--- config.mk ---
export PLATFORM = sky130hd
export DESIGN_NAME = gsda_scale
export DESIGN_NICKNAME = d
export VERILOG_FILES = /design/src/hw/rtl/gsda_pkg.sv /design/src/hw/rtl/gsda_scale.sv
export SDC_FILE = /design/constraint.sdc
export NUM_CORES = 2
export LEC_CHECK = 0
export CAP_MARGIN = 5
export CORE_MARGIN = 2
export CORE_UTILIZATION = 55
export CTS_CLUSTER_SIZE = 28
export DETAILED_ROUTE_END_ITERATION = 8
export DONT_BUFFER_PORTS = 1
export GPL_TIMING_DRIVEN = 0
export PLACE_DENSITY = 0.7
export SKIP_CTS_REPAIR_TIMING = 1
export SYNTH_ARGS = -nofsm -noshare
export SYNTH_HDL_FRONTEND = slang
export SYNTH_SLANG_ARGS = --single-unit
--- constraint.sdc ---
create_clock -name clock -period 15.7 [get_ports clock]
set_clock_uncertainty 0.15 [all_clocks]
set_input_delay 1.57 -clock clock [delete_from_list [all_inputs] [get_ports clock]]
set_output_delay 1.57 -clock clock [all_outputs]
set_load 0.02 [all_outputs]
--- src/hw/rtl/gsda_pkg.sv ---
// gsda_pkg: widths, constants, the cordic stage record and the elaboration-time
// arctangent and gain tables for the ground speed and drift angle block.
// No dependencies.
`default_nettype none

package gsda_pkg;

   localparam int CORDIC_STAGES = 16;
   localparam int FRAC_BITS     = 8;

   localparam int KT_W       = 24;
   localparam int KT_MAG_W   = KT_W - 1;
   localparam int KT_Q       = 24;
   localparam int KT_PROD_W  = KT_W + KT_Q;
   localparam logic [KT_Q-1:0] KT_PER_FPS_Q24 = KT_Q'(9940229);

   localparam int GUARD_BITS = 8;
   localparam int XY_W       = KT_W + GUARD_BITS + 3;
   localparam int ANG_FRAC   = 40;
   localparam int ANG_W      = ANG_FRAC + 10;
   localparam int ANG_SHIFT  = ANG_FRAC - FRAC_BITS;
   localparam int SHIFT_W    = (CORDIC_STAGES > 1) ? $clog2(CORDIC_STAGES) : 1;

   localparam int GAIN_W     = 30;
   localparam int PROD_W     = XY_W - 1 + GAIN_W;
   localparam int SPD_SHIFT  = GAIN_W + GUARD_BITS;
   localparam int SPD_W      = 23;
   localparam int ANGLE_W    = 17;

   localparam int REQ_DATA_W = 2 * KT_W;
   localparam int RSP_DATA_W = 2 * KT_W + SPD_W + ANGLE_W;

   localparam int CSR_ADDR_W = 3;
   localparam int CSR_DATA_W = 32;
   localparam logic [CSR_ADDR_W-3:0] CSR_IDX_SERVICEABLE = '0;

   typedef struct packed {
      logic signed [XY_W-1:0]  x;
      logic signed [XY_W-1:0]  y;
      logic signed [ANG_W-1:0] z;
      logic signed [KT_W-1:0]  fwd;
      logic signed [KT_W-1:0]  side;
      logic                    zero;
      logic                    neg;
      logic                    vneg;
   } cordic_type;

   // shift and subtract division, elaboration only
   function automatic logic [63:0] udiv64(input logic [63:0] num, input logic [63:0] den);
      logic [64:0] rem;
      logic [63:0] quo;
      rem = '0;
      quo = '0;
      for (int k = 63; k >= 0; k--) begin
         rem = {rem[63:0], num[k]};
         quo = quo << 1;
         if (rem >= {1'b0, den}) begin
            rem    = rem - {1'b0, den};
            quo[0] = 1'b1;
         end
      end
      return quo;
   endfunction

   // atan(1/d) in radians, q2.62
   function automatic logic [63:0] atan_recip(input logic [63:0] d);
      logic [63:0] p;
      logic [63:0] sum;
      logic [63:0] dd;
      logic [63:0] t;
      p   = udiv64(64'd1 << 62, d);
      sum = '0;
      dd  = d * d;
      for (int k = 0; k < 64; k++) begin
         if (p != 0) begin
            t = udiv64(p, 64'(2 * k + 1));
            if (k[0]) sum = sum - t;
            else sum = sum + t;
            p = udiv64(p, dd);
         end
      end
      return sum;
   endfunction

   function automatic logic [63:0] isqrt64(input logic [63:0] num);
      logic [63:0] res;
      logic [63:0] bit_v;
      logic [63:0] n;
      n     = num;
      res   = '0;
      bit_v = 64'd1 << 62;
      for (int k = 0; k < 32; k++) begin
         if (bit_v > n) bit_v = bit_v >> 2;
      end
      for (int k = 0; k < 32; k++) begin
         if (bit_v != 0) begin
            if (n >= res + bit_v) begin
               n   = n - (res + bit_v);
               res = (res >> 1) + bit_v;
            end else begin
               res = res >> 1;
            end
            bit_v = bit_v >> 2;
         end
      end
      return res;
   endfunction

   localparam logic [63:0] QUARTER_PI = 64'd4 * atan_recip(64'd5) - atan_recip(64'd239);

   // atan(2^-i) in degrees, 40 fraction bits, truncated
   function automatic logic [63:0] atan_deg_q40(input int i);
      logic [63:0] num;
      logic [63:0] q;
      num = '0;
      q   = '0;
      if (i == 0) return 64'd45 << ANG_FRAC;
      num = atan_recip(64'd1 << i);
      for (int b = 0; b < ANG_FRAC; b++) begin
         num = num << 1;
         q   = q << 1;
         if (num >= QUARTER_PI) begin
            num  = num - QUARTER_PI;
            q[0] = 1'b1;
         end
      end
      return q * 64'd45;
   endfunction

   // inverse cordic gain, q0.30, truncated
   function automatic logic [GAIN_W-1:0] gain_q30();
      logic [63:0] an2;
      an2 = 64'd1 << 60;
      for (int i = 0; i < CORDIC_STAGES; i++) begin
         if (2 * i < 64) an2 = an2 + (an2 >> (2 * i));
      end
      return GAIN_W'(udiv64(64'd1 << 60, isqrt64(an2)));
   endfunction

   localparam logic [GAIN_W-1:0] GAIN_Q30 = gain_q30();

endpackage

`default_nettype wire

--- src/hw/rtl/gsda_scale.sv ---
// gsda_scale: converts ft/s to knots (multiply, then round) and sets up the
// first cordic vector with the half plane fold. Uses gsda_pkg.
`default_nettype none

module gsda_scale
   import gsda_pkg::*;
(
   input  wire logic                          clock,
   input  wire logic                          reset,
   input  wire logic                          serviceable,
   input  wire logic                          in_valid,
   output logic                               in_ready,
   input  wire logic signed [KT_W-1:0]        fwd_fps,
   input  wire logic signed [KT_W-1:0]        side_fps,
   output logic                               out_valid,
   output cordic_type                         out_data,
   input  wire logic                          out_ready
);

   logic                  a_vld_ff;
   logic [KT_PROD_W-1:0]  a_prod_u_ff;
   logic [KT_PROD_W-1:0]  a_prod_v_ff;
   logic                  a_neg_u_ff;
   logic                  a_neg_v_ff;
   logic                  b_vld_ff;
   cordic_type            b_data_ff;

   logic                  a_ready;
   logic                  b_ready;
   logic [KT_W-1:0]       mag_fwd;
   logic [KT_W-1:0]       mag_side;
   logic [KT_PROD_W:0]    rnd_u;
   logic [KT_PROD_W:0]    rnd_v;
   logic [KT_MAG_W-1:0]   kt_u;
   logic [KT_MAG_W-1:0]   kt_v;
   logic signed [KT_W-1:0] kt_u_s;
   logic signed [KT_W-1:0] kt_v_s;
   logic signed [XY_W-1:0] kt_v_x;
   logic                  neg_in;
   cordic_type            b_data_in;

   assign b_ready  = !b_vld_ff || out_ready;
   assign a_ready  = !a_vld_ff || b_ready;
   assign in_ready = a_ready;

   assign mag_fwd  = fwd_fps[KT_W-1]  ? KT_W'(~fwd_fps + 1'b1)  : fwd_fps;
   assign mag_side = side_fps[KT_W-1] ? KT_W'(~side_fps + 1'b1) : side_fps;

   always_ff @(posedge clock) begin
      if (reset) begin
         a_vld_ff <= 1'b0;
      end else if (a_ready) begin
         a_vld_ff <= in_valid && serviceable;
      end
      if (a_ready) begin
         a_prod_u_ff <= KT_PROD_W'(mag_fwd) * KT_PROD_W'(KT_PER_FPS_Q24);
         a_prod_v_ff <= KT_PROD_W'(mag_side) * KT_PROD_W'(KT_PER_FPS_Q24);
         a_neg_u_ff  <= fwd_fps[KT_W-1];
         a_neg_v_ff  <= side_fps[KT_W-1];
      end
   end

   // round half away from zero on the magnitude
   assign rnd_u  = {1'b0, a_prod_u_ff} + ((KT_PROD_W+1)'(1) << (KT_Q - 1));
   assign rnd_v  = {1'b0, a_prod_v_ff} + ((KT_PROD_W+1)'(1) << (KT_Q - 1));
   assign kt_u   = rnd_u[KT_Q +: KT_MAG_W];
   assign kt_v   = rnd_v[KT_Q +: KT_MAG_W];
   assign kt_u_s = $signed({1'b0, kt_u});
   assign kt_v_s = $signed({1'b0, kt_v});
   assign kt_v_x = $signed(XY_W'(kt_v) << GUARD_BITS);
   assign neg_in = a_neg_u_ff && (kt_u != '0);

   always_comb begin
      b_data_in      = '0;
      b_data_in.fwd  = a_neg_u_ff ? -kt_u_s : kt_u_s;
      b_data_in.side = a_neg_v_ff ? -kt_v_s : kt_v_s;
      b_data_in.x    = $signed(XY_W'(kt_u) << GUARD_BITS);
      b_data_in.y    = (neg_in ^ a_neg_v_ff) ? -kt_v_x : kt_v_x;
      b_data_in.z    = '0;
      b_data_in.zero = (kt_u == '0) && (kt_v == '0);
      b_data_in.neg  = neg_in;
      b_data_in.vneg = a_neg_v_ff && (kt_v != '0);
   end

   always_ff @(posedge clock) begin
      if (reset) begin
         b_vld_ff <= 1'b0;
      end else if (b_ready) begin
         b_vld_ff <= a_vld_ff;
      end
      if (b_ready) begin
         b_data_ff <= b_data_in;
      end
   end

   assign out_valid = b_vld_ff;
   assign out_data  = b_data_ff;

endmodule

`default_nettype wire

==> impl_metrics.tcl <==
set metrics [dict create \
    path_buf_inv 6 \
    netlist_area_sq_um 27950 \
    postRouteAntennaNets 0 \
    syn_avg_cell_area_sq_um 10.30 \
    cts_buffer_depth 2 \
    cts_sinks 151 \
    gr-total-overflow 0 \
    fmax_ghz 0.09862 \
    placedCellCount 3461 \
    hold_ws_ps 352.0 \
    drive_gt1_frac 0.06480 \
    clk_pin_slew_ps 60 \
    layout_common_cells "inv_1 (617), ha_1 (521), fa_1 (382)" \
    drc 0 \
    grt_pass1_wl_um 106000 \
    core_region_area_sq_um 50170 \
    outcome "finished, final reports clean" \
    cts_root_buf "clkbuf_16" \
    cts_htree_levels 4 \
    place.gp.congestion 0.9284 \
    crit_top_cell "fa_1" \
    wl_per_cell_um 18.29 \
    crit_required_ps 15730 \
    rsz0062_at_grt "false" \
    die_width_um 229.4 \
    setup-tns-final_ps 0 \
    n_antenna_cell 0 \
    fill_cells 4238 \
    report.final.slew_viol_count 0 \
    cts_tree "built" \
    slew_headroom 0.1303 \
    via_per_inst 5.395 \
    track_usage 0.2548 \
    mostFrequentLayoutCell "inv_1" \
    tightestPinTransition_ps 1295 \
    dieArea_sq_um 52650 \
    synth_ff_type "edfxtp_1" \
    arrival_ps 10170 \
    cp_slowest_cell "a221oi_1" \
    crit_family "adder cells" \
    hold_viol 0 \
    routed_wl_um 63960 \
    crit_fanout 10 \
    final_nets 3767 \
    ios 226 \
    dp_hpwl_um 55610 \
    start_util 0.5572 \
    async_reset_ff_frac 0 \
    cap_violations 0 \
    yosysSeqAreaShare 0.1615 \
    setup_viol 0 \
    drt_iter0_markers 876 \
    portBuffers 0 \
    hp-class "flop to flop" \
    layout.cells.non_filler 3496 \
    first_pass_iters 5 \
    final_core_util 0.5939 \
    cp_slowest_stage_delay_ps 950 \
    crit_type "primary input to flop" \
    period_needed_ps 10140 \
    die_y_um 229.4 \
    grt_max_degree 69 \
    syn_to_final_growth_pct 6.593 \
    cp-start-kind "primary input" \
    route.vias.total 18860 \
    synthDistinctLibCells 85 \
    synthCells 2713 \
    ys_warn_count 0 \
    cts_made_buffers 17 \
    cp-end-kind "flop" \
    synth-seq-cells 151 \
    antenna_found_initial 0 \
    finalCritPeriodShare 0.6459 \
    synth_edf_count 149 \
    clk_latency_ps 430 \
    row_count 82 \
    grt_pass1_vias 20570 \
]
area by class of cell:
type | instances | area [sq um] | area share
timing repair buffer | 10 | 107.6 | 0.003611
multi-input combinational | 1904 | 20700 | 0.6948
sequential | 151 | 4514 | 0.1515
clock buffer | 17 | 425.4 | 0.01428
inverter | 621 | 2333 | 0.07831
clock inverter | 15 | 167.7 | 0.005627
buffer | 106 | 705.7 | 0.02368
tap | 672 | 840.8 | 0.02822
flip-flops by register name, indices dropped and copies added, names as in the netlist:
register and flops:
a_neg_u_ff 1, a_neg_v_ff 1, a_prod_u_ff 24, a_prod_v_ff 24, a_vld_ff 1, out_data 99
out_valid 1
layer usage:
metal | up-vias | share of wire | track usage
li1 | 8932 | - | -
met1 | 9401 | 0.41 | 0.3135
met2 | 426 | 0.52 | 0.4648
met3 | 102 | 0.034 | 0.02615
met4 | 0 | 0.036 | 0.08624
met5 | - | 0 | 0
Yosys cell counts (all sizes together), types with 14 or more instances:
master | count | area, sq um
ha | 521 | 6519
o31ai | 14 | 105.1
buf | 86 | 629.3
a21o | 36 | 270.3
nand2 | 138 | 578.1
and3 | 18 | 117.6
nand4 | 28 | 205.2
inv | 618 | 2320
xnor2 | 131 | 1174
nor2 | 69 | 261.5
clkbuf | 20 | 76.32
or3 | 21 | 131.4
nor3 | 24 | 130.1
nand2b | 14 | 87.58
edfxtp | 149 | 4474
nor2b | 14 | 87.58
nand3 | 39 | 200.2
o21ai | 64 | 320.3
fa | 382 | 7647
a21oi | 63 | 319.1
xor2 | 97 | 902.1
stage by stage:
| step | setup slack, ps | instance area, sq um |
|---|---|---|
| finish | 5560 | 29800 |
| global placement | 5183 | 29050 |
| floorplan | 6369 | 28210 |
| CTS | 5503 | 29770 |
| global route | 5171 | 29800 |
| detailed placement | 5055 | 29170 |
path summary, 6_finish.rpt:
path              depth (start not counted)  slack (ps)               to       startpoint
setup reg to reg                         10       11830    out_data[132]  a_prod_v_ff[24]
hold reg to reg                           2         350        out_valid         a_vld_ff
setup / recovery                         25        5560  a_prod_u_ff[45]      fwd_fps[23]
hold / removal                            2         350        out_valid         a_vld_ff
worst min-delay path, stage by stage, from the launching register on:
cell and delay [ps]:
dfxtp_1 340, nor2_1 50, nor2_1 70
kinds of logic after synthesis:
| group | Yosys count | share of synthesized area |
|---|---|---|
| other cells | 1 | 0.0001341 |
| buf+inv | 727 | 0.1086 |
| xor+xnor | 228 | 0.07426 |
| simple gates | 419 | 0.07940 |
| fa+ha+maj | 903 | 0.5068 |
| mux | 3 | 0.001119 |
| compound gates | 281 | 0.06821 |
| flops | 151 | 0.1615 |
Power is not shown: default switching activity piles up to over one toggle a cycle in this logic, so the estimate is an artifact.
