## config.mk

```make
export PLATFORM = sky130hd
export DESIGN_NAME = gsda_post
export DESIGN_NICKNAME = d
export VERILOG_FILES = /design/src/hw/rtl/gsda_pkg.sv /design/src/hw/rtl/gsda_post.sv
export SDC_FILE = /design/constraint.sdc
export NUM_CORES = 2
export LEC_CHECK = 0
export ABC_AREA = 1
export BUFFER_PORTS_ARGS = -buffer_cell sky130_fd_sc_hd__buf_2
export CAP_MARGIN = 0
export CORE_ASPECT_RATIO = 1.75
export CORE_UTILIZATION = 60
export CTS_CLUSTER_DIAMETER = 30
export DETAILED_ROUTE_END_ITERATION = 8
export PLACE_DENSITY = 0.8
export SLEW_MARGIN = 20
export SYNTH_ARGS = -nofsm -noshare
export SYNTH_HDL_FRONTEND = slang
export SYNTH_SLANG_ARGS = --single-unit
```

## constraint.sdc

```tcl
create_clock -name clock -period 8.5 [get_ports clock]
set_clock_uncertainty 0.1 [all_clocks]
set_input_delay 0.425 -clock clock [delete_from_list [all_inputs] [get_ports clock]]
set_output_delay 0.425 -clock clock [all_outputs]
set_load 0.005 [all_outputs]
```

## src/hw/rtl/gsda_pkg.sv

```systemverilog
// gsda_pkg: widths, constants, the cordic stage record and the elaboration-time
// arctangent and gain tables for the ground speed and drift angle block.
// No dependencies.
`default_nettype none

package gsda_pkg;

   localparam int CORDIC_STAGES = 16;
   localparam int FRAC_BITS     = 8;

   localparam int KT_W       = 24;
   localparam int KT_MAG_W   = KT_W - 1;
   localparam int KT_Q       = 24;
   localparam int KT_PROD_W  = KT_W + KT_Q;
   localparam logic [KT_Q-1:0] KT_PER_FPS_Q24 = KT_Q'(9940229);

   localparam int GUARD_BITS = 8;
   localparam int XY_W       = KT_W + GUARD_BITS + 3;
   localparam int ANG_FRAC   = 40;
   localparam int ANG_W      = ANG_FRAC + 10;
   localparam int ANG_SHIFT  = ANG_FRAC - FRAC_BITS;
   localparam int SHIFT_W    = (CORDIC_STAGES > 1) ? $clog2(CORDIC_STAGES) : 1;

   localparam int GAIN_W     = 30;
   localparam int PROD_W     = XY_W - 1 + GAIN_W;
   localparam int SPD_SHIFT  = GAIN_W + GUARD_BITS;
   localparam int SPD_W      = 23;
   localparam int ANGLE_W    = 17;

   localparam int REQ_DATA_W = 2 * KT_W;
   localparam int RSP_DATA_W = 2 * KT_W + SPD_W + ANGLE_W;

   localparam int CSR_ADDR_W = 3;
   localparam int CSR_DATA_W = 32;
   localparam logic [CSR_ADDR_W-3:0] CSR_IDX_SERVICEABLE = '0;

   typedef struct packed {
      logic signed [XY_W-1:0]  x;
      logic signed [XY_W-1:0]  y;
      logic signed [ANG_W-1:0] z;
      logic signed [KT_W-1:0]  fwd;
      logic signed [KT_W-1:0]  side;
      logic                    zero;
      logic                    neg;
      logic                    vneg;
   } cordic_type;

   // shift and subtract division, elaboration only
   function automatic logic [63:0] udiv64(input logic [63:0] num, input logic [63:0] den);
      logic [64:0] rem;
      logic [63:0] quo;
      rem = '0;
      quo = '0;
      for (int k = 63; k >= 0; k--) begin
         rem = {rem[63:0], num[k]};
         quo = quo << 1;
         if (rem >= {1'b0, den}) begin
            rem    = rem - {1'b0, den};
            quo[0] = 1'b1;
         end
      end
      return quo;
   endfunction

   // atan(1/d) in radians, q2.62
   function automatic logic [63:0] atan_recip(input logic [63:0] d);
      logic [63:0] p;
      logic [63:0] sum;
      logic [63:0] dd;
      logic [63:0] t;
      p   = udiv64(64'd1 << 62, d);
      sum = '0;
      dd  = d * d;
      for (int k = 0; k < 64; k++) begin
         if (p != 0) begin
            t = udiv64(p, 64'(2 * k + 1));
            if (k[0]) sum = sum - t;
            else sum = sum + t;
            p = udiv64(p, dd);
         end
      end
      return sum;
   endfunction

   function automatic logic [63:0] isqrt64(input logic [63:0] num);
      logic [63:0] res;
      logic [63:0] bit_v;
      logic [63:0] n;
      n     = num;
      res   = '0;
      bit_v = 64'd1 << 62;
      for (int k = 0; k < 32; k++) begin
         if (bit_v > n) bit_v = bit_v >> 2;
      end
      for (int k = 0; k < 32; k++) begin
         if (bit_v != 0) begin
            if (n >= res + bit_v) begin
               n   = n - (res + bit_v);
               res = (res >> 1) + bit_v;
            end else begin
               res = res >> 1;
            end
            bit_v = bit_v >> 2;
         end
      end
      return res;
   endfunction

   localparam logic [63:0] QUARTER_PI = 64'd4 * atan_recip(64'd5) - atan_recip(64'd239);

   // atan(2^-i) in degrees, 40 fraction bits, truncated
   function automatic logic [63:0] atan_deg_q40(input int i);
      logic [63:0] num;
      logic [63:0] q;
      num = '0;
      q   = '0;
      if (i == 0) return 64'd45 << ANG_FRAC;
      num = atan_recip(64'd1 << i);
      for (int b = 0; b < ANG_FRAC; b++) begin
         num = num << 1;
         q   = q << 1;
         if (num >= QUARTER_PI) begin
            num  = num - QUARTER_PI;
            q[0] = 1'b1;
         end
      end
      return q * 64'd45;
   endfunction

   // inverse cordic gain, q0.30, truncated
   function automatic logic [GAIN_W-1:0] gain_q30();
      logic [63:0] an2;
      an2 = 64'd1 << 60;
      for (int i = 0; i < CORDIC_STAGES; i++) begin
         if (2 * i < 64) an2 = an2 + (an2 >> (2 * i));
      end
      return GAIN_W'(udiv64(64'd1 << 60, isqrt64(an2)));
   endfunction

   localparam logic [GAIN_W-1:0] GAIN_Q30 = gain_q30();

endpackage

`default_nettype wire

```

## src/hw/rtl/gsda_post.sv

```systemverilog
// gsda_post: gain correction, rounding, angle clamp and the output register
// with its skid stage. Uses gsda_pkg.
`default_nettype none

module gsda_post
   import gsda_pkg::*;
(
   input  wire logic                  clock,
   input  wire logic                  reset,
   input  wire logic                  up_valid,
   output logic                       up_ready,
   input  wire cordic_type            up_data,
   output logic                       rsp_tvalid,
   input  wire logic                  rsp_tready,
   output logic [RSP_DATA_W-1:0]      rsp_tdata
);

   localparam logic signed [ANG_W-1:0] BASE_180 = ANG_W'(180) << ANG_FRAC;
   localparam logic signed [ANG_W-1:0] ANG_HALF = ANG_W'(1) << (ANG_SHIFT - 1);
   localparam logic signed [ANG_W-1:0] ANG_LIM  = ANG_W'(180) << FRAC_BITS;
   localparam logic [PROD_W:0]         SPD_HALF = (PROD_W+1)'(1) << (SPD_SHIFT - 1);
   localparam logic [PROD_W:0]         SPD_MAX  = (PROD_W+1)'({SPD_W{1'b1}});

   logic                    m_vld_ff;
   logic [PROD_W-1:0]       m_prod_ff;
   logic signed [ANG_W-1:0] m_ang_ff;
   logic                    m_zero_ff;
   logic signed [KT_W-1:0]  m_fwd_ff;
   logic signed [KT_W-1:0]  m_side_ff;
   logic                    f_vld_ff;
   logic [RSP_DATA_W-1:0]   f_data_ff;
   logic                    o_vld_ff;
   logic [RSP_DATA_W-1:0]   o_data_ff;
   logic                    s_vld_ff;
   logic [RSP_DATA_W-1:0]   s_data_ff;

   logic                    m_ready;
   logic                    f_ready;
   logic                    f_take;
   logic [XY_W-2:0]         xc;
   logic signed [ANG_W-1:0] base;
   logic [PROD_W:0]         spd_full;
   logic [SPD_W-1:0]        spd;
   logic signed [ANG_W-1:0] ang_sh;
   logic signed [ANG_W-1:0] ang_clamp;
   logic [RSP_DATA_W-1:0]   f_data_in;

   assign f_take   = f_vld_ff && !s_vld_ff;
   assign f_ready  = !f_vld_ff || !s_vld_ff;
   assign m_ready  = !m_vld_ff || f_ready;
   assign up_ready = m_ready;

   assign xc = up_data.x[XY_W-1] ? '0 : up_data.x[XY_W-2:0];

   always_comb begin
      if (!up_data.neg) begin
         base = '0;
      end else if (up_data.vneg) begin
         base = -BASE_180;
      end else begin
         base = BASE_180;
      end
   end

   always_ff @(posedge clock) begin
      if (reset) begin
         m_vld_ff <= 1'b0;
      end else if (m_ready) begin
         m_vld_ff <= up_valid;
      end
      if (m_ready) begin
         m_prod_ff <= PROD_W'(xc) * PROD_W'(GAIN_Q30);
         m_ang_ff  <= base + up_data.z + ANG_HALF;
         m_zero_ff <= up_data.zero;
         m_fwd_ff  <= up_data.fwd;
         m_side_ff <= up_data.side;
      end
   end

   assign spd_full = ({1'b0, m_prod_ff} + SPD_HALF) >> SPD_SHIFT;
   assign spd      = (spd_full > SPD_MAX) ? {SPD_W{1'b1}} : spd_full[SPD_W-1:0];
   assign ang_sh   = m_ang_ff >>> ANG_SHIFT;

   always_comb begin
      if (ang_sh > ANG_LIM) begin
         ang_clamp = ANG_LIM;
      end else if (ang_sh < -ANG_LIM) begin
         ang_clamp = -ANG_LIM;
      end else begin
         ang_clamp = ang_sh;
      end
      if (m_zero_ff) begin
         f_data_in = {{(ANGLE_W + SPD_W){1'b0}}, m_side_ff, m_fwd_ff};
      end else begin
         f_data_in = {ang_clamp[ANGLE_W-1:0], spd, m_side_ff, m_fwd_ff};
      end
   end

   always_ff @(posedge clock) begin
      if (reset) begin
         f_vld_ff <= 1'b0;
      end else if (f_ready) begin
         f_vld_ff <= m_vld_ff;
      end
      if (f_ready) begin
         f_data_ff <= f_data_in;
      end
   end

   // output register and skid stage
   always_ff @(posedge clock) begin
      if (reset) begin
         o_vld_ff <= 1'b0;
         s_vld_ff <= 1'b0;
      end else if (rsp_tready || !o_vld_ff) begin
         o_vld_ff <= s_vld_ff || f_take;
         s_vld_ff <= 1'b0;
      end else if (f_take) begin
         s_vld_ff <= 1'b1;
      end
      if (rsp_tready || !o_vld_ff) begin
         o_data_ff <= s_vld_ff ? s_data_ff : f_data_ff;
      end else if (f_take) begin
         s_data_ff <= f_data_ff;
      end
   end

   assign rsp_tvalid = o_vld_ff;
   assign rsp_tdata  = o_data_ff;

endmodule

`default_nettype wire

```

==> reports/summary.txt <==
Post-Route M1 WL - 30400 um
GP Congestion - 1.05
hold depth - 2
global-route wire length before repair - 145000 um
Synth Area in Adders - 39.7%
yosys warns - 0
post-synthesis sequential area ratio - 30.4%
Synth Flop Type - edfxtp_1
crit-path max FO - 26
Fin. Hold Viols - 0
CTS tree - yes
buffers added on ports - 198
Overall Global Routing Usage - 32.2%
Final setup viols - 0
Die Y - 324 um
WL/cell - 19.0 um
multiplexer area fraction after synthesis - 0%
Post-route DRC - 0
most frequent cell after synthesis - inv_1
Syn Inst Count - 3772
top routing layer used - met4
Clock Latency Late Sink - 0.57 ns
Synth cell types - 40
drt total wl - 92500 um
P&R area growth vs syn - 10.3%
RSZ-0062 raised after global routing - false
Avg Cell Area, Syn - 9.45 um^2
Die Width - 186 um
Worst Hold Class - primary input to flip-flop
CTS Root Cell - clkbuf_16
Via density - 5.20
Fillers - 4563
Die Area - 0.0604 mm^2
number of enable flip-flop cells after synthesis - 358
num ports - 265
Synth async-reset ratio - 0%
share of post-route cells with drive strength above 1 - 8.91%
xor and xnor area share after synthesis - 1.20%
Fin Setup TNS - 0 ns
Final Max Slew Viols - 0
kind of critical path - primary input to flip-flop
CP max stage delay - 0.59 ns
initial antenna violation count - 2
flops & latches, synth - 362
crit path time final - 7.65 ns
reg2reg path depth - 4
Nets - 5098
CP endpoint kind - flip-flop
most used cell, CP - fa_1
largest family of logic cells by synthesized area - adder cells
f_max - 0.131 GHz
row count - 117
H-tree depth - 1
status - complete, no violations
crit path launch type - primary input
cts bufs inserted - 26
Final Util - 67.3%
Post-DRT Antenna Nets - 0
Worst Tran Pin Value - 0.944 ns
Synth Area in Compound Gates - 1.47%
Synth top area share - 30.2%
cell count after placement - 4773
Finished Layout Cells - 4874
Vias - 25347
DR WL met3 - 4910 um
drt pass-1 iters - 6
WP data required - 8.72 ns
WP data arrival - 7.86 ns
largest area contributor in the netlist - edfxtp_1
largest net degree at the start of global routing - 90
Mapped Area - 0.0356 mm^2
Reg clk slew, reported paths - 0.08 ns
post-DP HPWL - 76500 um
slowest CP cell - fa_1
detailed router's first-iteration violation count - 1259
metal2 WL - 48600 um
Tcrit/Tclk final - 90.0%
max cap viols - 0
Synth top cells by count - 1092 x inv_1, 912 x nand2_1, 479 x fa_1, 365 x ha_1, 358 x edfxtp_1
Mapped Nets - 4791
simple-gate share of the synthesized area - 15.2%
Max-slew headroom - 37.1%
CTS resizes - 0
CTS Buffer Depth - 3
# clock sinks - 362
largest cells by area after synthesis - edfxtp_1 30%, fa_1 27%, ha_1 13%
Core ar. - 0.0584 mm^2
vias in the first global route - 27630
global route overflow - 0
Initial Util - 61.0%
## layer usage
layer  vias up  GRT usage [%]
met1     12125           32.0
met2       913           59.1
met4         0           24.8
met5         -              0
met3       376           4.18
li1      11933              -
## path summary, 6_finish.rpt
kind / startpoint / slack, ns / end
max reg2reg: s_vld_ff$_SDFFE_PP0P_ / 5.62 / m_vld_ff$_SDFFE_PP0P_
min: up_data[90] / 0.08 / m_ang_ff[39]$_DFFE_PP_
min reg2reg: m_side_ff[15]$_DFFE_PP_ / 0.30 / f_data_ff[39]$_DFFE_PP_
max: up_data[170] / 0.85 / m_prod_ff[63]$_DFFE_PP_
## layout make-up
class,count,area [um^2],area share [%]
Antenna cell,3,7.51,0.0191
Clock buffer,28,658,1.67
Clock inverter,19,228,0.579
Inverter,1097,4120,10.5
Multi-Input combinational cell,2285,20500,52.3
Sequential cell,362,10800,27.6
Tap cell,773,967,2.46
Timing Repair Buffer,307,1940,4.94
## critical path, delay by kind of cell
| family | cells | cell delay [ns] |
|---|---|---|
| simple gates | 9 | 1.42 |
| fa+ha+maj | 9 | 4.50 |
| buf+inv | 7 | 1.50 |
## timing repair
action / in CTS / in global routing
hold endpoints to repair: 53 / 0
endpoints found under the setup margin: 0 / 0
hold buffers: 51 / 0
setup buffers: 0 / 0
## sequential cells by signal (all words and copies together) (netlist names)
signal	flops
m_ang_ff	18
m_zero_ff	1
m_side_ff	24
s_vld_ff	1
rsp_tdata	88
f_vld_ff	1
m_vld_ff	1
rsp_tvalid	1
f_data_ff	88
m_prod_ff	27
s_data_ff	88
m_fwd_ff	24
## cells in the final DEF (no fill, tap or decap), types with 20 or more instances in the layout
cell           count
a21oi_1           66
buf_2            198
buf_4             57
clkbuf_16         26
dlygate4sd3_1     51
edfxtp_1         358
fa_1             479
ha_1             365
inv_1           1092
nand2_1          910
nand3_1           69
nand3_2           21
nand4_1           29
nor2_1           185
nor3_1            24
xnor2_1           20
xor2_1            29
## cell families (layout without fill, tap and decap cells)
kind of cell / after synthesis / count (layout)
AOI/OAI and AO/OA: 96 / 96
xor gates and xnor gates: 49 / 49
adders and majority gates: 844 / 844
buffers and inverters: 1125 / 1451
DFF: 362 / 362
other: 0 / 3
and+or+nand+nor: 1296 / 1296
## per-stage QoR
stage               hold slack, ns  area (um^2)  worst slack (ns)
finish                      0.0825        39300             0.854
global route                0.0903        39300             0.638
CTS                         0.0765        39300              1.00
detailed placement           0.305        37900             0.433
global placement             0.301        37900             0.584
floorplan                    0.300        35600              1.44
Power is not shown: default switching activity piles up to over one toggle a cycle in this logic, so the estimate is an artifact.
