==> src/hw/rtl/gsda_pkg.sv <==
// gsda_pkg: widths, constants, the cordic stage record and the elaboration-time
// arctangent and gain tables for the ground speed and drift angle block.
// No dependencies.
`default_nettype none

package gsda_pkg;

   localparam int CORDIC_STAGES = 16;
   localparam int FRAC_BITS     = 8;

   localparam int KT_W       = 24;
   localparam int KT_MAG_W   = KT_W - 1;
   localparam int KT_Q       = 24;
   localparam int KT_PROD_W  = KT_W + KT_Q;
   localparam logic [KT_Q-1:0] KT_PER_FPS_Q24 = KT_Q'(9940229);

   localparam int GUARD_BITS = 8;
   localparam int XY_W       = KT_W + GUARD_BITS + 3;
   localparam int ANG_FRAC   = 40;
   localparam int ANG_W      = ANG_FRAC + 10;
   localparam int ANG_SHIFT  = ANG_FRAC - FRAC_BITS;
   localparam int SHIFT_W    = (CORDIC_STAGES > 1) ? $clog2(CORDIC_STAGES) : 1;

   localparam int GAIN_W     = 30;
   localparam int PROD_W     = XY_W - 1 + GAIN_W;
   localparam int SPD_SHIFT  = GAIN_W + GUARD_BITS;
   localparam int SPD_W      = 23;
   localparam int ANGLE_W    = 17;

   localparam int REQ_DATA_W = 2 * KT_W;
   localparam int RSP_DATA_W = 2 * KT_W + SPD_W + ANGLE_W;

   localparam int CSR_ADDR_W = 3;
   localparam int CSR_DATA_W = 32;
   localparam logic [CSR_ADDR_W-3:0] CSR_IDX_SERVICEABLE = '0;

   typedef struct packed {
      logic signed [XY_W-1:0]  x;
      logic signed [XY_W-1:0]  y;
      logic signed [ANG_W-1:0] z;
      logic signed [KT_W-1:0]  fwd;
      logic signed [KT_W-1:0]  side;
      logic                    zero;
      logic                    neg;
      logic                    vneg;
   } cordic_type;

   // shift and subtract division, elaboration only
   function automatic logic [63:0] udiv64(input logic [63:0] num, input logic [63:0] den);
      logic [64:0] rem;
      logic [63:0] quo;
      rem = '0;
      quo = '0;
      for (int k = 63; k >= 0; k--) begin
         rem = {rem[63:0], num[k]};
         quo = quo << 1;
         if (rem >= {1'b0, den}) begin
            rem    = rem - {1'b0, den};
            quo[0] = 1'b1;
         end
      end
      return quo;
   endfunction

   // atan(1/d) in radians, q2.62
   function automatic logic [63:0] atan_recip(input logic [63:0] d);
      logic [63:0] p;
      logic [63:0] sum;
      logic [63:0] dd;
      logic [63:0] t;
      p   = udiv64(64'd1 << 62, d);
      sum = '0;
      dd  = d * d;
      for (int k = 0; k < 64; k++) begin
         if (p != 0) begin
            t = udiv64(p, 64'(2 * k + 1));
            if (k[0]) sum = sum - t;
            else sum = sum + t;
            p = udiv64(p, dd);
         end
      end
      return sum;
   endfunction

   function automatic logic [63:0] isqrt64(input logic [63:0] num);
      logic [63:0] res;
      logic [63:0] bit_v;
      logic [63:0] n;
      n     = num;
      res   = '0;
      bit_v = 64'd1 << 62;
      for (int k = 0; k < 32; k++) begin
         if (bit_v > n) bit_v = bit_v >> 2;
      end
      for (int k = 0; k < 32; k++) begin
         if (bit_v != 0) begin
            if (n >= res + bit_v) begin
               n   = n - (res + bit_v);
               res = (res >> 1) + bit_v;
            end else begin
               res = res >> 1;
            end
            bit_v = bit_v >> 2;
         end
      end
      return res;
   endfunction

   localparam logic [63:0] QUARTER_PI = 64'd4 * atan_recip(64'd5) - atan_recip(64'd239);

   // atan(2^-i) in degrees, 40 fraction bits, truncated
   function automatic logic [63:0] atan_deg_q40(input int i);
      logic [63:0] num;
      logic [63:0] q;
      num = '0;
      q   = '0;
      if (i == 0) return 64'd45 << ANG_FRAC;
      num = atan_recip(64'd1 << i);
      for (int b = 0; b < ANG_FRAC; b++) begin
         num = num << 1;
         q   = q << 1;
         if (num >= QUARTER_PI) begin
            num  = num - QUARTER_PI;
            q[0] = 1'b1;
         end
      end
      return q * 64'd45;
   endfunction

   // inverse cordic gain, q0.30, truncated
   function automatic logic [GAIN_W-1:0] gain_q30();
      logic [63:0] an2;
      an2 = 64'd1 << 60;
      for (int i = 0; i < CORDIC_STAGES; i++) begin
         if (2 * i < 64) an2 = an2 + (an2 >> (2 * i));
      end
      return GAIN_W'(udiv64(64'd1 << 60, isqrt64(an2)));
   endfunction

   localparam logic [GAIN_W-1:0] GAIN_Q30 = gain_q30();

endpackage

`default_nettype wire

==> src/hw/rtl/gsda_cell.sv <==
// gsda_cell: one cordic vectoring rotation with its own stage register.
// Shift amount and arctangent come in as constants. Uses gsda_pkg.
`default_nettype none

module gsda_cell
   import gsda_pkg::*;
(
   input  wire logic                    clock,
   input  wire logic                    reset,
   input  wire logic [SHIFT_W-1:0]      shift_amt,
   input  wire logic signed [ANG_W-1:0] atan_val,
   input  wire logic                    up_valid,
   output logic                         up_ready,
   input  wire cordic_type              up_data,
   output logic                         dn_valid,
   input  wire logic                    dn_ready,
   output cordic_type                   dn_data
);

   logic                   vld_ff;
   cordic_type             data_ff;
   cordic_type             data_in;
   logic signed [XY_W-1:0] xs;
   logic signed [XY_W-1:0] ys;

   assign up_ready = !vld_ff || dn_ready;
   assign xs       = up_data.x >>> shift_amt;
   assign ys       = up_data.y >>> shift_amt;

   always_comb begin
      data_in = up_data;
      if (!up_data.y[XY_W-1]) begin
         data_in.x = up_data.x + ys;
         data_in.y = up_data.y - xs;
         data_in.z = up_data.z + atan_val;
      end else begin
         data_in.x = up_data.x - ys;
         data_in.y = up_data.y + xs;
         data_in.z = up_data.z - atan_val;
      end
   end

   always_ff @(posedge clock) begin
      if (reset) begin
         vld_ff <= 1'b0;
      end else if (up_ready) begin
         vld_ff <= up_valid;
      end
      if (up_ready) begin
         data_ff <= data_in;
      end
   end

   assign dn_valid = vld_ff;
   assign dn_data  = data_ff;

endmodule

`default_nettype wire

==> config.mk <==
export PLATFORM = sky130hd
export DESIGN_NAME = gsda_cell
export DESIGN_NICKNAME = d
export VERILOG_FILES = /design/src/hw/rtl/gsda_pkg.sv /design/src/hw/rtl/gsda_cell.sv
export SDC_FILE = /design/constraint.sdc
export NUM_CORES = 1
export LEC_CHECK = 0
export BUFFER_PORTS_ARGS = -buffer_cell sky130_fd_sc_hd__buf_2
export CAP_MARGIN = 0
export CORE_ASPECT_RATIO = 1.25
export CORE_MARGIN = 5
export CORE_UTILIZATION = 30
export CTS_CLUSTER_DIAMETER = 40
export DETAILED_ROUTE_END_ITERATION = 10
export PLACE_DENSITY = 0.57
export SKIP_LAST_GASP = 1
export SYNTH_ARGS = -nofsm -noshare
export SYNTH_HDL_FRONTEND = slang
export SYNTH_SLANG_ARGS = --single-unit
==> constraint.sdc <==
create_clock -name clock -period 14.6 [get_ports clock]
set_input_delay 1.46 -clock clock [delete_from_list [all_inputs] [get_ports clock]]
set_output_delay 1.46 -clock clock [all_outputs]
set_load 0.01 [all_outputs]
==> summary.md, run 1 <==
| Metric | Value |
|---|---|
| First-pass GRT wire length | 92.2 mm |
| Count of final hold-check violations | 0 |
| Residual DRC count | 0 |
| Pin slew with the least headroom to its limit | 0.881 ns |
| Number of DRC markers in iteration 0 | 1070 |
| Final worst path period share | 51.3% |
| Post-synth ARST share | 0% |
| Number of antenna violations at the first check in global routing | 7 |
| Fill cell count | 5962 |
| Master cell of the clock root buffer | sky130_fd_sc_hd__clkbuf_16 |
| IR drop worst, VDD | 0.0719 mV |
| Combined global-route utilization of all metal layers | 18.4% |
| GRT Max-Usage Layer | met2 |
| Pin count of the biggest net entering global routing | 74 |
| Overall overflow remaining after global route | 0 |
| Final setup TNS | 0 ns |
| Maximum count of clock buffers along a single path | 2 |
| Total internal power | 0.00141 W |
| Slew headroom | 41.3% |
| Count of mapped cells out of synthesis | 1823 |
| Boundary Pins | 402 |
| Site row count | 99 |
| Clock tree from TritonCTS | done |
| RePlAce Congestion | 0.885 |
| Die height | 282 um |
| Post CTS Setup Buffer Count | 0 |
| Vias in the first global route | 16442 |
| GR Util met2 | 33.4% |
| Per-instance average area after synthesis | 9.71 um^2 |
| Finish-stage setup viols | 0 |
| Global routing met3 resource utilization | 4.21% |
| Mapped Nets | 2176 |
| Post-synth cell types | 82 |
| Die X-Extent | 227 um |
| PD cells | 112 mW/mm^2 |
| Latest clock arrival within the worst-skew pair | 0.50 ns |
| Design Power | 0.00235 W |
| F_max | 134 MHz |
| Switching share of total power | 39.9% |
| Via count | 16218 |
| Number of gates resized after CTS | 0 |
| Post-synth EDFFs | 171 |
| Synthesized-area fraction occupied by xor and xnor cells | 10.3% |
| Max_cap viols | 0 |
| Area Overhead vs Synth | 18.7% |
| Area after detailed placement | 0.0204 mm^2 |
| Via/cell ratio | 5.50 |
| RSZ-0062 raised after global routing | false |
| Worst Clk Skew | 0.0191 ns |
| Net total in the final layout | 2529 |
| Slew Viols, Final | 0 |
| Outcome | completed |
| PnR worst setup slack | 7.11 ns |
| Detailed-router iteration count before antenna repair | 5 |
| Clock share of power | 21.0% |
| Post-layout minimum cycle time | 7.49 ns |
| Sequential share of the synthesized area | 29.1% |
| Detailed placer's ending HPWL | 48.8 mm |
| Arrival time of the worst setup path | 7.74 ns |
| Final antenna-violating net count | 0 |
| Type of the setup path with the least slack | in -> reg |
| Sequential share of power | 32.3% |
| Average wire per cell in the routed design | 20.8 um |
| Total core area | 0.0585 mm^2 |
| Clock-pin slew on the worst setup and hold paths | 0.09 ns |
| Number of sinks handled by clock tree synthesis | 172 |
| Basic-gate share of the synthesized area counting and, or, nand and nor cells | 14.3% |
| Hold-fix buffers, CTS | 0 |
| Input/output buffers | 401 |
| Total CTS buffers | 17 |
| Yosys synthesis warning count | 0 |
| Combinational share of power | 46.7% |
| Effective utilization at floorplan | 30.3% |
| Static leakage | 8.87 nW |
| Worst setup EP type | flip-flop |
| Net switching power | 0.000938 W |
| Share of the core filled with cells in the final layout | 35.9% |
| Largest fanout on the critical path | 50 |
| Area of all placed cells without fillers | 0.0210 mm^2 |
| Die Outline Area | 0.0640 mm^2 |
| Worst endpoint required time | 14.85 ns |
| Combinational family with the most area after synthesis | compound AO/OA/AOI/OAI gates |
| FF-to-FF setup slack | 12.20 ns |
| Multiplexer fraction of the synthesized cell area | 16.6% |
| Synthesized flop and latch total | 172 |
| Share of the synthesized area in compound gates (AO/OA/AOI/OAI) | 17.5% |
| Cell area after synthesis | 0.0177 mm^2 |
| Class of the most critical hold timing path | reg -> reg |
| Post-place setup slack | 6.64 ns |
| Share of layout cells above drive strength 1 | 26.0% |
| GR Util met1 | 20.6% |
| Post-Synth Adder-Cell Area | 8.89% |
| Sort of element at the start of the critical path | input port |
| Post-synth top flop | sky130_fd_sc_hd__edfxtp_1 |
| Htree depth | 4 |
| WL final | 61.5 mm |
final timing paths:
path | to | startpoint | depth (start not counted)
worst max-delay path | dn_data[134] | shift_amt[1] | 19
worst min-delay path | dn_data[15] | dn_valid | 1
worst max register to register | dn_data[157] | dn_valid | 3
worst min register to register | dn_data[15] | dn_valid | 1
power by group through the flow:
stage | clock [W] | sequential (W) | combinational (W)
floorplan | 0 | 0.000852 | 0.000636
global placement | 0 | 0.000778 | 0.00110
detailed placement | 0 | 0.000777 | 0.00110
CTS | 0.000517 | 0.000767 | 0.00111
global route | 0.000530 | 0.000777 | 0.00121
finish | 0.000493 | 0.000761 | 0.00110
critical path, stage by stage:
cell,delay [ns]
sky130_fd_sc_hd__buf_4,0.49
sky130_fd_sc_hd__buf_4,0.67
sky130_fd_sc_hd__mux4_1,0.75
sky130_fd_sc_hd__mux4_2,0.52
sky130_fd_sc_hd__or3_1,0.40
sky130_fd_sc_hd__nand3b_1,0.19
sky130_fd_sc_hd__nor3_1,0.25
sky130_fd_sc_hd__and3_1,0.32
sky130_fd_sc_hd__a21oi_1,0.11
sky130_fd_sc_hd__xnor2_1,0.16
sky130_fd_sc_hd__ha_1,0.35
sky130_fd_sc_hd__a21o_1,0.22
sky130_fd_sc_hd__or3_1,0.31
sky130_fd_sc_hd__a311oi_1,0.41
sky130_fd_sc_hd__a21oi_1,0.16
sky130_fd_sc_hd__or3_1,0.41
sky130_fd_sc_hd__a31o_2,0.24
sky130_fd_sc_hd__a21oi_1,0.18
sky130_fd_sc_hd__xnor2_1,0.09
cell type report:
| cell class | instances | area (um^2) | area share (%) |
|---|---|---|---|
| antenna | 3 | 7.51 | 0.0357 |
| sequential | 172 | 5150 | 24.5 |
| inverter | 47 | 176 | 0.839 |
| multi-input combinational | 1522 | 12000 | 57.0 |
| tap | 757 | 947 | 4.51 |
| timing repair buffer | 416 | 2130 | 10.1 |
| clock buffer | 17 | 425 | 2.02 |
| clock inverter | 15 | 200 | 0.953 |
kinds of logic (layout without fill, tap and decap cells):
kind of cell	Yosys count	count (layout)
compound gates	493	493
flops	172	172
buf+inv	129	495
fa+ha+maj	124	124
xor+xnor	209	209
other cells	0	3
simple gates	526	526
mux	170	170
cells in the final DEF, fill, tap and decap left out, drive strengths merged, types with 46 or more instances in the layout:
| master | count |
|---|---|
| mux2i | 46 |
| inv | 54 |
| edfxtp | 171 |
| a21oi | 170 |
| a21o | 61 |
| ha | 121 |
| nor2 | 150 |
| mux4 | 88 |
| xor2 | 57 |
| nand2 | 158 |
| buf | 416 |
| o21ai | 86 |
| xnor2 | 152 |
cells in the mapped netlist, drive strengths merged (43+ instances only):
cell / count / area, um^2
edfxtp: 171 / 5130
a21oi: 170 / 851
nand2: 158 / 601
xnor2: 152 / 1330
nor2: 150 / 582
ha: 121 / 1510
mux4: 88 / 2070
o21ai: 86 / 430
a21o: 61 / 458
xor2: 57 / 499
inv: 47 / 176
mux2i: 46 / 460
nand3: 43 / 215
routing by layer:
layer,share of wire (%),up-vias
met1,38,7782
met4,3.7,4
li1,-,7653
met2,51,642
met3,7.3,137
met5,0.047,-
state kept, by name, summed over array words and instances (netlist names):
name,flops
dn_data,171
dn_valid,1
stage by stage:
step	std cells	hold WS, ns
after detailed placement	2914	0.928
after global routing	2947	0.959
final	2949	0.897
after CTS	2946	0.950
after floorplan	1823	1.53
after global placement	2914	0.901
Power figures use the tool's default switching activity.
==> run 2: changes to the inputs <==
- ABC_AREA: not set -> 1
- PLACE_DENSITY: 0.57 -> 0.59
- clock period: 14.6 -> 6.4 ns (I/O delays scaled with it)
==> run 2 against run 1 <==
Flip-flop and latch count is the same. Critical path depth grew 5. Area after synthesis grew 5.8%. Via count grew 23%. Synthesized cell count grew 52%. Clock power grew 130%. Wire length grew 21%. Final cell count grew 35%. Sequential share of layout area shrank 1.3 points. Largest power group unchanged. Highest routed layer is now met4.
==> summary.md, run 2 <==
| Metric | Value |
|---|---|
| Outcome | completed |
| Total core area | 0.0619 mm^2 (+5.9%) |
| Via count | 20009 (+23%) |
| Overall overflow remaining after global route | 0 (unchanged) |
| Number of flip-flops under the largest register name | 171 (unchanged) |
| Pin slew with the least headroom to its limit | 1.08 ns (+0.200 ns) |
| First-pass GRT wire length | 110 mm (+19%) |
| Static leakage | 10.5 nW (+19%) |
| Number of antenna violations at the first check in global routing | 4 (-3) |
| Boundary Pins | 402 (unchanged) |
| Slew Viols, Final | 0 (unchanged) |
| Class of the most critical hold timing path | in -> reg |
| Master cell of the clock root buffer | sky130_fd_sc_hd__clkbuf_16 |
| Detailed placer's ending HPWL | 62.6 mm (+28%) |
| Final worst path period share | 76.1% |
| Type of the setup path with the least slack | in -> reg |
| Synthesized flop and latch total | 172 (unchanged) |
| Die X-Extent | 234 um (+2.7%) |
| Input/output buffers | 401 (unchanged) |
| Number of gates resized after CTS | 0 (unchanged) |
| Combined global-route utilization of all metal layers | 21.1% (+2.7 points) |
| Worst setup EP type | flip-flop |
| Fill cell count | 6732 (+13%) |
| Clock tree from TritonCTS | done |
| Latest clock arrival within the worst-skew pair | 0.51 ns (about the same) |
| Slew headroom | 28.0% (-13 points) |
| IR drop worst, VDD | 0.228 mV (+220%) |
| Yosys synthesis warning count | 0 (unchanged) |
| Pin count of the biggest net entering global routing | 69 (-6.8%) |
| Net total in the final layout | 3484 (+38%) |
| Finish-stage setup viols | 0 (unchanged) |
| Number of DRC markers in iteration 0 | 1407 (+31%) |
| Sequential share of the synthesized area | 27.5% (-1.6 points) |
| Site row count | 102 (+3.0%) |
| Clock-pin slew on the worst setup and hold paths | 0.08 ns (about the same) |
| Leading cell types by count after synthesis | 758 x sky130_fd_sc_hd__nand2_1, 357 x sky130_fd_sc_hd__nand3_1, 279 x sky130_fd_sc_hd__nor2_1 |
| Hold-fix buffers, CTS | 0 (unchanged) |
| Post CTS Setup Buffer Count | 0 (unchanged) |
| Worst endpoint required time | 6.72 ns (-8.13 ns) |
| Area Overhead vs Synth | 18.4% |
| Max_cap viols | 0 (unchanged) |
| Post-synth ARST share | 0% (unchanged) |
| Final antenna-violating net count | 0 (unchanged) |
| PD cells | 241 mW/mm^2 (+120%) |
| Design Power | 0.00534 W (+130%) |
| RePlAce Congestion | 0.945 (+6.9%) |
| RSZ-0062 raised after global routing | false |
| Total CTS buffers | 17 (unchanged) |
| Sort of element at the start of the critical path | input port |
| Worst Clk Skew | 0.0164 ns (-0.00269 ns) |
| Multi-input logic area | 0.0121 mm^2 (+1.4%) |
| Via/cell ratio | 5.03 (-8.5%) |
| Post-synth top flop | sky130_fd_sc_hd__edfxtp_1 |
| Reg area | 0.00515 mm^2 (unchanged) |
| Largest cells by area after synthesis | sky130_fd_sc_hd__edfxtp_1 27%, sky130_fd_sc_hd__nand2_1 15%, sky130_fd_sc_hd__nand3_1 9.5% |
| WL final | 74.1 mm (+21%) |
| Vias in the first global route | 19456 (+18%) |
| Average wire per cell in the routed design | 18.6 um (-11%) |
| Cell area after synthesis | 0.0187 mm^2 (+5.8%) |
| Arrival time of the worst setup path | 5.19 ns (-2.55 ns) |
| Fraction of synthesized cell area taken by the top area cell type | 27.4% (-1.6 points) |
| Die height | 289 um (+2.8%) |
| Htree depth | 4 (unchanged) |
| Detailed-router iteration count before antenna repair | 6 (+1) |
| Post-synth cell types | 48 (-41%) |
| Per-instance average area after synthesis | 6.77 um^2 (-30%) |
| Maximum count of clock buffers along a single path | 2 (unchanged) |
| Largest fanout on the critical path | 5 (-90%) |
| Effective utilization at floorplan | 30.3% (about the same) |
| Share of layout cells above drive strength 1 | 16.5% (-9.6 points) |
| Count of mapped cells out of synthesis | 2769 (+52%) |
| Post-synth EDFFs | 171 (unchanged) |
| Post-layout minimum cycle time | 4.87 ns |
| Number of sinks handled by clock tree synthesis | 172 (unchanged) |
| Residual DRC count | 0 (unchanged) |
| Mapped Nets | 3122 (+43%) |
| Die Outline Area | 0.0676 mm^2 (+5.6%) |
| Leading cell types in the layout, fill and taps excluded | 757 x sky130_fd_sc_hd__nand2_1, 401 x sky130_fd_sc_hd__buf_2, 357 x sky130_fd_sc_hd__nand3_1, 279 x sky130_fd_sc_hd__nor2_1, 265 x sky130_fd_sc_hd__inv_1 |
| Final setup TNS | 0 ns (unchanged) |
| Leading cell type by number of instances after synthesis | sky130_fd_sc_hd__nand2_1 |
| Count of final hold-check violations | 0 (unchanged) |
| Post-synthesis cell type with the largest combined area | sky130_fd_sc_hd__edfxtp_1 |
| Leading cell type in the layout, fill and taps excluded | sky130_fd_sc_hd__nand2_1 |
| F_max | 205 MHz |
[run 2: final timing paths]
path / from / endpoint / slack, ns / depth (start not counted)
worst max register to register: dn_valid / dn_data[112] / 4.44 / 2
worst min register to register: dn_valid / dn_valid / 0.97 / 2
worst max-delay path: atan_val[0] / dn_data[91] / 1.53 / 24
worst min-delay path: reset / dn_valid / 0.29 / 2
[run 2: logic make-up (layout without fill, tap and decap cells)]
| family | Yosys count | after routing | synth area share (%) |
|---|---|---|---|
| XOR/XNOR | 190 | 190 | 8.88 |
| adder cells (fa/ha/maj) | 124 | 124 | 8.40 |
| AO/OA/AOI/OAI | 407 | 407 | 12.6 |
| AND/OR/NAND/NOR | 1526 | 1526 | 34.9 |
| flip-flops | 172 | 172 | 27.5 |
| buffers and inverters | 350 | 725 | 7.67 |
| other | 0 | 2 | 0 |
[run 2: layer usage]
layer  wire, um  up-vias  GRT usage (%)
met5          0        -              0
met4       3420        0           9.60
met3       3870      152           3.10
met2      38700      658           40.0
met1      28100     9124           23.0
li1           -    10075              -
[run 2: power breakdown]
| part | internal (W) | switching, W |
|---|---|---|
| combinational | 0.000877 | 0.00162 |
| sequential | 0.00163 | 0.0000735 |
| clock | 0.000549 | 0.000589 |
| total | 0.00306 | 0.00228 |
[run 2: cell type report]
cell class | instances | area share (%)
Antenna cell | 2 | 0.0226
Clock buffer | 17 | 1.92
Clock inverter | 15 | 1.01
Inverter | 276 | 4.68
Multi-Input combinational cell | 2247 | 54.8
Sequential cell | 172 | 23.2
Tap cell | 832 | 4.69
Timing Repair Buffer | 417 | 9.65
[run 2: through the flow]
step                      setup slack, ns  hold WS (ns)  cells  utilization, %  instance area [um^2]
after floorplan                      1.41         0.709   2769               -                 18700
after global placement               1.03         0.799   3944            34.8                 21500
after detailed placement             1.00         0.806   3944            34.8                 21500
after CTS                            1.54         0.242   3976            35.8                 22200
after global routing                 1.05         0.265   3977            35.8                 22200
final                                1.53         0.288   3978            35.8                 22200
[run 2: worst max-delay path, cell delays in order]
cell and delay (ns):
sky130_fd_sc_hd__buf_2 0.11, sky130_fd_sc_hd__inv_1 0.08, sky130_fd_sc_hd__ha_1 0.20, sky130_fd_sc_hd__nand4_1 0.14
sky130_fd_sc_hd__nor2_1 0.43, sky130_fd_sc_hd__nand2_1 0.14, sky130_fd_sc_hd__inv_1 0.08, sky130_fd_sc_hd__nand2_1 0.10
sky130_fd_sc_hd__inv_1 0.10, sky130_fd_sc_hd__nand2_1 0.15, sky130_fd_sc_hd__o21ai_2 0.18, sky130_fd_sc_hd__o21ai_1 0.19
sky130_fd_sc_hd__nor2_1 0.37, sky130_fd_sc_hd__xor2_1 0.15, sky130_fd_sc_hd__ha_1 0.41, sky130_fd_sc_hd__nand2_1 0.13
sky130_fd_sc_hd__nor2_1 0.12, sky130_fd_sc_hd__inv_1 0.08, sky130_fd_sc_hd__nor2_1 0.15, sky130_fd_sc_hd__nand3_1 0.08
sky130_fd_sc_hd__o21ai_0 0.70, sky130_fd_sc_hd__nand3_1 0.14, sky130_fd_sc_hd__nand2_1 0.11, sky130_fd_sc_hd__xor2_1 0.20
